<file path="src/rtl/acal_pkg.sv">
// shared types and constants for the sensor auto-calibration block
// used by every module of the block; no dependencies
package acal_pkg;

  localparam int MAX_CHANNELS    = 6;
  localparam int FIELD_BITS      = 10;
  localparam int MAX_SAMPLE_BITS = 16;
  localparam int PERCENT_BITS    = 7;
  localparam int INDEX_BITS      = 3;
  localparam int SHIFT_BITS      = 3;

  localparam int CHANNELS_DEF    = 6;
  localparam int SAMPLE_BITS_DEF = 10;

  localparam int MIN_RESET  = 200;
  localparam int FULL_SCALE = 100;

  // top quotient bit of the divide (quotient is at most 100)
  localparam logic [SHIFT_BITS-1:0] DIV_FIRST = SHIFT_BITS'(PERCENT_BITS - 1);
  localparam logic [SHIFT_BITS-1:0] DIV_LAST  = '0;

  typedef struct packed {
    logic [FIELD_BITS-1:0] sample_0;
    logic [FIELD_BITS-1:0] sample_1;
    logic [FIELD_BITS-1:0] sample_2;
    logic [FIELD_BITS-1:0] sample_3;
    logic [FIELD_BITS-1:0] sample_4;
    logic [FIELD_BITS-1:0] sample_5;
  } in_item_t;

  typedef struct packed {
    logic [PERCENT_BITS-1:0] percent_0;
    logic [PERCENT_BITS-1:0] percent_1;
    logic [PERCENT_BITS-1:0] percent_2;
    logic [PERCENT_BITS-1:0] percent_3;
    logic [PERCENT_BITS-1:0] percent_4;
    logic [PERCENT_BITS-1:0] percent_5;
    logic [INDEX_BITS-1:0]   winner_index;
    logic [PERCENT_BITS-1:0] winner_percent;
  } out_item_t;

  // sequencer strobes shared by all lanes
  typedef struct packed {
    logic                  load;
    logic                  update;
    logic                  mult;
    logic                  div;
    logic [SHIFT_BITS-1:0] div_shift;
  } lane_ctl_t;

endpackage

</file>
<file path="src/rtl/acal_lane.sv">
// one channel lane: running min/max bounds, scale by 100, 7-step restoring divide
// depends on acal_pkg
module acal_lane #(
  parameter int SAMPLE_BITS = acal_pkg::SAMPLE_BITS_DEF
) (
  input  logic                                clk,
  input  logic                                rst,
  input  acal_pkg::lane_ctl_t                 ctl,
  input  logic [acal_pkg::FIELD_BITS-1:0]     sample,
  output logic [acal_pkg::PERCENT_BITS-1:0]   level
);

  localparam int PROD_BITS = SAMPLE_BITS + acal_pkg::PERCENT_BITS;

  logic [acal_pkg::MAX_SAMPLE_BITS-1:0] sample_wide;
  logic [SAMPLE_BITS-1:0]               x_in;
  logic [SAMPLE_BITS-1:0]               x;
  logic [SAMPLE_BITS-1:0]               seen_max;
  logic [SAMPLE_BITS-1:0]               seen_min;
  logic [SAMPLE_BITS-1:0]               span;
  logic [SAMPLE_BITS-1:0]               diff;
  logic [PROD_BITS-1:0]                 product;
  logic [PROD_BITS-1:0]                 rem;
  logic [PROD_BITS-1:0]                 trial;
  logic [acal_pkg::PERCENT_BITS-1:0]    quot;
  logic                                 flat;

  // sample taken modulo 2^SAMPLE_BITS
  assign sample_wide = acal_pkg::MAX_SAMPLE_BITS'(sample);
  assign x_in        = sample_wide[SAMPLE_BITS-1:0];

  // bounds already enclose x here
  assign diff    = x - seen_min;
  assign product = PROD_BITS'(diff) * PROD_BITS'(acal_pkg::FULL_SCALE);
  assign trial   = PROD_BITS'(span) << ctl.div_shift;

  always_ff @(posedge clk) begin
    if (rst) begin
      seen_max <= '0;
      seen_min <= SAMPLE_BITS'(acal_pkg::MIN_RESET);
    end else if (ctl.update) begin
      if (x > seen_max) begin
        seen_max <= x;
      end
      if (x < seen_min) begin
        seen_min <= x;
      end
    end
  end

  always_ff @(posedge clk) begin
    if (ctl.load) begin
      x <= x_in;
    end
    if (ctl.mult) begin
      rem  <= product;
      span <= seen_max - seen_min;
      flat <= (seen_max <= seen_min);
      quot <= '0;
    end else if (ctl.div) begin
      if (rem >= trial) begin
        rem             <= rem - trial;
        quot[ctl.div_shift] <= 1'b1;
      end
    end
  end

  // equal bounds give zero
  assign level = flat ? '0 : quot;

endmodule

</file>
<file path="src/rtl/acal_merge.sv">
// merge stage: largest percentage over the lanes and the highest channel holding it
// depends on acal_pkg
module acal_merge #(
  parameter int CHANNELS = acal_pkg::CHANNELS_DEF
) (
  input  logic [acal_pkg::PERCENT_BITS-1:0] levels [acal_pkg::MAX_CHANNELS],
  output logic [acal_pkg::INDEX_BITS-1:0]   winner_index,
  output logic [acal_pkg::PERCENT_BITS-1:0] winner_percent
);

  always_comb begin
    winner_percent = '0;
    for (int c = 0; c < CHANNELS; c++) begin
      if (levels[c] > winner_percent) begin
        winner_percent = levels[c];
      end
    end
    // ties go to the highest channel; all zero lands on the last channel
    winner_index = acal_pkg::INDEX_BITS'(CHANNELS - 1);
    for (int c = 0; c < CHANNELS; c++) begin
      if (levels[c] == winner_percent) begin
        winner_index = acal_pkg::INDEX_BITS'(c);
      end
    end
  end

endmodule

</file>
<file path="src/rtl/sensor_autocal_percent_argmax_top.sv">
// top level of the sensor auto-calibration block: sequencer, lanes, merge, output register
// depends on acal_pkg, acal_lane and acal_merge
//
// usage
//   sample channel: one item carries one sample per channel; taken at a rising edge
//   with sample_valid high and sample_stall low. sample_stall is high during reset and
//   while an item is being worked on, so the block holds one item at a time.
//   result channel: one item per sample item, with a percentage per channel plus
//   the winning channel and its percentage; taken when result_valid is high and
//   result_stall is low.
//   the sample item passes through a bound update, a multiply by 100, 7 divide steps,
//   and a merge and load into the output register, in that order.
//   a new item is taken only once the last result is loaded; each lane runs the 7-step
//   restoring divider on its own channel, and all lanes run side by side.
//   the output register holds a finished result while the next item is taken;
//   if the receiver stalls, the following result waits in the merge step until
//   the register frees up, and the sample side stays stalled meanwhile.
//   reset: synchronous, active high; running max clears to 0 and running min to
//   200 in every channel, the sequencer returns to idle and the output empties.
module sensor_autocal_percent_argmax_top #(
  parameter int CHANNELS    = acal_pkg::CHANNELS_DEF,
  parameter int SAMPLE_BITS = acal_pkg::SAMPLE_BITS_DEF
) (
  input  logic                clk,
  input  logic                rst,
  input  logic                sample_valid,
  output logic                sample_stall,
  input  acal_pkg::in_item_t  sample_item,
  output logic                result_valid,
  input  logic                result_stall,
  output acal_pkg::out_item_t result_item
);

  typedef enum logic [4:0] {
    S_IDLE = 5'b00001,
    S_UPD  = 5'b00010,
    S_MUL  = 5'b00100,
    S_DIV  = 5'b01000,
    S_DONE = 5'b10000
  } state_t;

  state_t                            state;
  state_t                            state_next;
  logic [acal_pkg::SHIFT_BITS-1:0]   div_shift;
  acal_pkg::lane_ctl_t               ctl;
  logic                              accept;
  logic                              load_out;

  logic [acal_pkg::FIELD_BITS-1:0]   samples [acal_pkg::MAX_CHANNELS];
  logic [acal_pkg::PERCENT_BITS-1:0] levels  [acal_pkg::MAX_CHANNELS];
  logic [acal_pkg::INDEX_BITS-1:0]   winner_index;
  logic [acal_pkg::PERCENT_BITS-1:0] winner_percent;

  // item fields to lane order
  assign samples[0] = sample_item.sample_0;
  assign samples[1] = sample_item.sample_1;
  assign samples[2] = sample_item.sample_2;
  assign samples[3] = sample_item.sample_3;
  assign samples[4] = sample_item.sample_4;
  assign samples[5] = sample_item.sample_5;

  // handshakes; nothing is taken while reset is high
  assign sample_stall = rst || (state != S_IDLE);
  assign accept       = sample_valid && !sample_stall;
  assign load_out     = (state == S_DONE) && (!result_valid || !result_stall);

  // strobes for the lanes
  assign ctl.load      = accept;
  assign ctl.update    = (state == S_UPD);
  assign ctl.mult      = (state == S_MUL);
  assign ctl.div       = (state == S_DIV);
  assign ctl.div_shift = div_shift;

  // sequencer
  always_comb begin
    state_next = state;
    case (state)
      S_IDLE: begin
        if (accept) begin
          state_next = S_UPD;
        end
      end
      S_UPD:  state_next = S_MUL;
      S_MUL:  state_next = S_DIV;
      S_DIV: begin
        if (div_shift == acal_pkg::DIV_LAST) begin
          state_next = S_DONE;
        end
      end
      S_DONE: begin
        if (load_out) begin
          state_next = S_IDLE;
        end
      end
      default: state_next = S_IDLE;
    endcase
  end

  always_ff @(posedge clk) begin
    if (rst) begin
      state <= S_IDLE;
    end else begin
      state <= state_next;
    end
  end

  // divide step counter, top quotient bit first
  always_ff @(posedge clk) begin
    if (state == S_MUL) begin
      div_shift <= acal_pkg::DIV_FIRST;
    end else if (state == S_DIV && div_shift != acal_pkg::DIV_LAST) begin
      div_shift <= div_shift - acal_pkg::SHIFT_BITS'(1);
    end
  end

  // one lane per channel in use; unused channels read as zero
  for (genvar c = 0; c < acal_pkg::MAX_CHANNELS; c++) begin : g_lane
    if (c < CHANNELS) begin : g_used
      acal_lane #(
        .SAMPLE_BITS(SAMPLE_BITS)
      ) u_lane (
        .clk    (clk),
        .rst    (rst),
        .ctl    (ctl),
        .sample (samples[c]),
        .level  (levels[c])
      );
    end else begin : g_unused
      assign levels[c] = '0;
    end
  end

  acal_merge #(
    .CHANNELS(CHANNELS)
  ) u_merge (
    .levels         (levels),
    .winner_index   (winner_index),
    .winner_percent (winner_percent)
  );

  // output register
  always_ff @(posedge clk) begin
    if (rst) begin
      result_valid <= 1'b0;
    end else if (load_out) begin
      result_valid <= 1'b1;
    end else if (!result_stall) begin
      result_valid <= 1'b0;
    end
  end

  always_ff @(posedge clk) begin
    if (load_out) begin
      result_item.percent_0      <= levels[0];
      result_item.percent_1      <= levels[1];
      result_item.percent_2      <= levels[2];
      result_item.percent_3      <= levels[3];
      result_item.percent_4      <= levels[4];
      result_item.percent_5      <= levels[5];
      result_item.winner_index   <= winner_index;
      result_item.winner_percent <= winner_percent;
    end
  end

endmodule

</file>
<file path="config.mk">
export PLATFORM = sky130hd
export DESIGN_NAME = sensor_autocal_percent_argmax_top
export DESIGN_NICKNAME = d
export VERILOG_FILES = /design/src/rtl/acal_pkg.sv /design/src/rtl/acal_lane.sv /design/src/rtl/acal_merge.sv /design/src/rtl/sensor_autocal_percent_argmax_top.sv
export SDC_FILE = /design/constraint.sdc
export NUM_CORES = 2
export LEC_CHECK = 0
export BUFFER_PORTS_ARGS = -buffer_cell sky130_fd_sc_hd__buf_4
export CELL_PAD_IN_SITES_DETAIL_PLACEMENT = 0
export CELL_PAD_IN_SITES_GLOBAL_PLACEMENT = 1
export CORE_UTILIZATION = 40
export DETAILED_ROUTE_END_ITERATION = 7
export GPL_TIMING_DRIVEN = 0
export PLACE_DENSITY_LB_ADDON = 0.3
export SLEW_MARGIN = 15
export SYNTH_ARGS = -nofsm -noshare
export SYNTH_HDL_FRONTEND = slang
export SYNTH_SLANG_ARGS = --single-unit
</file>
<file path="constraint.sdc">
create_clock -name clk -period 12.1 [get_ports clk]
set_clock_uncertainty 0.15 [all_clocks]
set_input_delay 0.605 -clock clk [delete_from_list [all_inputs] [get_ports clk]]
set_output_delay 0.605 -clock clk [all_outputs]
set_load 0.01 [all_outputs]
</file>
==> impl_metrics.tcl <==
set metrics [dict create \
    portBuffers 116 \
    cp.required_ns 12.30 \
    fin_util_pct 46.10 \
    criticalPathCategory "reg -> reg" \
    internal_power_mw 3.418 \
    power.switching_mw 1.825 \
    fin_crit_sh_pct 92.04 \
    synth_cell_type_count 90 \
    max_stage_delay_ns 0.50 \
    fin_area_um2 40050 \
    hold_viol_final 0 \
    syn_area_per_cell_um2 9.593 \
    relSlewSlack_pct 12.60 \
    yosys_most_used_dff "edfxtp_1" \
    drc 0 \
    rsz0062_at_grt "no" \
    whs_ns 0.02913 \
    dp_cells 4943 \
    antenna_found_initial 1 \
    grt_pass1_vias 26992 \
    cp_num_buf_inv 5 \
    ys_seq_elements 451 \
    dr.pass1.iters 5 \
    start_util_pct 40.45 \
    min_path_type "in -> reg" \
    grt_max_degree 43 \
    first_iter_violations 1653 \
    finalWirelength_um 98030 \
    synth_seq_area_share_pct 33.32 \
    path_delay_family "compound AO/OA/AOI/OAI gates" \
    diodes 0 \
    layout_min_cycle_time_ns 11.14 \
    finalWeightedCongestion 0.9226 \
    clk_pin_slew_worst_paths_ns 0.06 \
    vias_per_cell 5.360 \
    synth_edf_count 268 \
    ant_nets 0 \
    worst_slack_ns 0.9628 \
    cts_htree_levels 2 \
    grt_pass1_wl_um 152800 \
    critical_path.startpoint_type "register" \
    ios 118 \
    fmax_mhz 89.79 \
    cts_root_buf "clkbuf_16" \
    numCtsBuffers 54 \
    grt_use_total_pct 21.85 \
    powerDensity_nw_per_um2 130.9 \
    die_area_um2 89060 \
    synthArstFlopShare_pct 0 \
    crit_slowest_cell "edfxtp_1" \
    core_region_area_um2 86890 \
    rows 108 \
    die_width_um 298.4 \
    worstMarginPinSlew_ns 1.311 \
    post-place-ws_ns 0.2263 \
    die_h_um 298.4 \
    maxCapViolCount 0 \
    clockBufferDepth 3 \
    drive_above_1_share_pct 7.451 \
    endpoint_kind "register" \
    status "finished, final reports clean" \
    cp.arrival_ns 11.34 \
    peakVddDrop_v 0.00008627 \
    cts_tree "built" \
    dpl_cell_area_um2 37670 \
    cts.sinks 451 \
    syn_to_final_growth_pct 13.95 \
    wl_per_cell_um 19.22 \
    setup_viol 0 \
    finalPower_mw 5.243 \
    gr-total-overflow 0 \
    nFillCells 8451 \
    p_leak_nw 18.13 \
    finalNonFillerCells 5101 \
    dr_total_vias 27339 \
    nets 4535 \
    multi_input_area_um2 21770 \
    swShare_pct 34.81 \
    hpwlAfterDp_um 76410 \
    setup_tns_ns 0 \
    pwr-share-clk_pct 31.4 \
    syn_nets 4298 \
    synthCells 3664 \
    yosys_warnings 0 \
    insertion_delay_ns 0.63 \
    critPathMaxFanout 10 \
    drv_slew 0 \
    syn-cell-area_um2 35150 \
    critical_path.most_common_cell "ha_1" \
    ff_latch_area_um2 11710 \
    seqPwrFrac_pct 31.8 \
    comb_power_share_pct 36.8 \
]
-- state kept, by name, summed over array words and instances (netlist names) --
name,flops
g_lane.g_used.u_lane.x,60
state,5
result_valid,1
div_shift,3
g_lane.g_used.u_lane.rem,102
g_lane.g_used.u_lane.flat,6
g_lane.g_used.u_lane.span,60
g_lane.g_used.u_lane.quot,42
g_lane.g_used.u_lane.seen_max,60
g_lane.g_used.u_lane.seen_min,60
result_item,52
-- synthesized netlist by cell type, drive strengths merged (12+ instances only) --
library cell | count | share of area [%]
o21ai | 142 | 2.1
mux2 | 15 | 0.48
fa | 48 | 2.7
dfxtp | 183 | 10
nand4 | 53 | 0.94
xor2 | 102 | 2.5
a21boi | 23 | 0.49
a22o | 16 | 0.40
o22ai | 53 | 0.94
nand3 | 25 | 0.37
edfxtp | 268 | 23
o21a | 34 | 0.73
o32ai | 12 | 0.30
o31ai | 29 | 0.66
nor2b | 77 | 1.4
and2 | 42 | 0.75
nor2 | 294 | 3.1
a21oi | 276 | 4.0
xnor2 | 143 | 3.6
nand2b | 54 | 0.98
a211oi | 27 | 0.72
buf | 21 | 0.28
nor3 | 47 | 0.68
clkbuf | 74 | 0.79
a22oi | 18 | 0.38
inv | 359 | 3.8
ha | 522 | 19
and3 | 17 | 0.30
a21o | 118 | 2.5
nand2 | 196 | 2.1
o21bai | 62 | 1.3
mux2i | 177 | 5.1
a311o | 19 | 0.54
-- final cells by class --
class	instances	share of cell area [%]
repair buffers	181	4.020
multi-input cells	2758	54.37
well taps	1155	3.608
clock inverters	26	0.4967
inverters	360	3.374
plain buffers	95	0.9622
clock buffers	75	3.933
flip-flops and latches	451	29.24
-- metal layers --
| layer | vias to the layer above | global-route usage (%) | wire [um] |
|---|---|---|---|
| met1 | 12830 | 28.86 | 44620 |
| met3 | 191 | 2.908 | 4896 |
| met5 | - | 0 | 0 |
| met4 | 0 | 7.680 | 3480 |
| met2 | 667 | 36.52 | 45020 |
| li1 | 13651 | - | - |
-- worst paths after layout --
| check | startpoint | end | cells past startpoint | slack, ns |
|---|---|---|---|---|
| worst max-delay path | g_lane[0].g_used.u_lane.flat$_DFFE_PP_ | result_item[9]$_SDFFCE_PP1P_ | 42 | 0.96 |
| worst min-delay path | sample_item[56] | g_lane[0].g_used.u_lane.x[6]$_DFFE_PP_ | 1 | 0.03 |
| worst max register to register | g_lane[0].g_used.u_lane.flat$_DFFE_PP_ | result_item[9]$_SDFFCE_PP1P_ | 42 | 0.96 |
| worst min register to register | g_lane[0].g_used.u_lane.quot[5]$_SDFFE_PP0P_ | g_lane[0].g_used.u_lane.quot[5]$_SDFFE_PP0P_ | 2 | 0.30 |
-- timing repair --
item | 4_1_cts | 5_1_grt
endpoints found under the hold margin | 57 | 0
gates resized for setup | 0 | 9
buffers inserted | 0 | 0
hold buffers | 57 | 0
setup endpoints to repair | 0 | 3
-- power by group through the flow --
stage / registers (mW) / clock network (mW) / logic (mW)
floorplan: 1.69 / 0 / 1.45
global placement: 1.70 / 0 / 1.89
detailed placement: 1.70 / 0 / 1.90
CTS: 1.67 / 1.68 / 1.94
global route: 1.67 / 1.74 / 2.17
finish: 1.67 / 1.64 / 1.93
-- cell families after synthesis --
family | after synthesis | synth area share [%]
adders and majority gates | 570 | 21.32
buffers and inverters | 455 | 4.916
muxes | 196 | 5.813
DFF | 451 | 33.32
AOI/OAI and AO/OA | 898 | 16.96
and+or+nand+nor | 849 | 11.58
xor gates and xnor gates | 245 | 6.105
-- cells in the final DEF (no fill, tap or decap), drive strengths merged, types with 42 or more instances in the layout --
cell,count
ha,522
inv,363
nor2,294
a21oi,276
edfxtp,268
nand2,196
dfxtp,183
mux2i,177
clkbuf,149
buf,145
xnor2,143
o21ai,142
a21o,118
xor2,102
nor2b,77
o21bai,62
dlygate4sd3,57
nand2b,54
nand4,53
o22ai,53
fa,48
nor3,47
and2,42
Power figures use the tool's default switching activity.
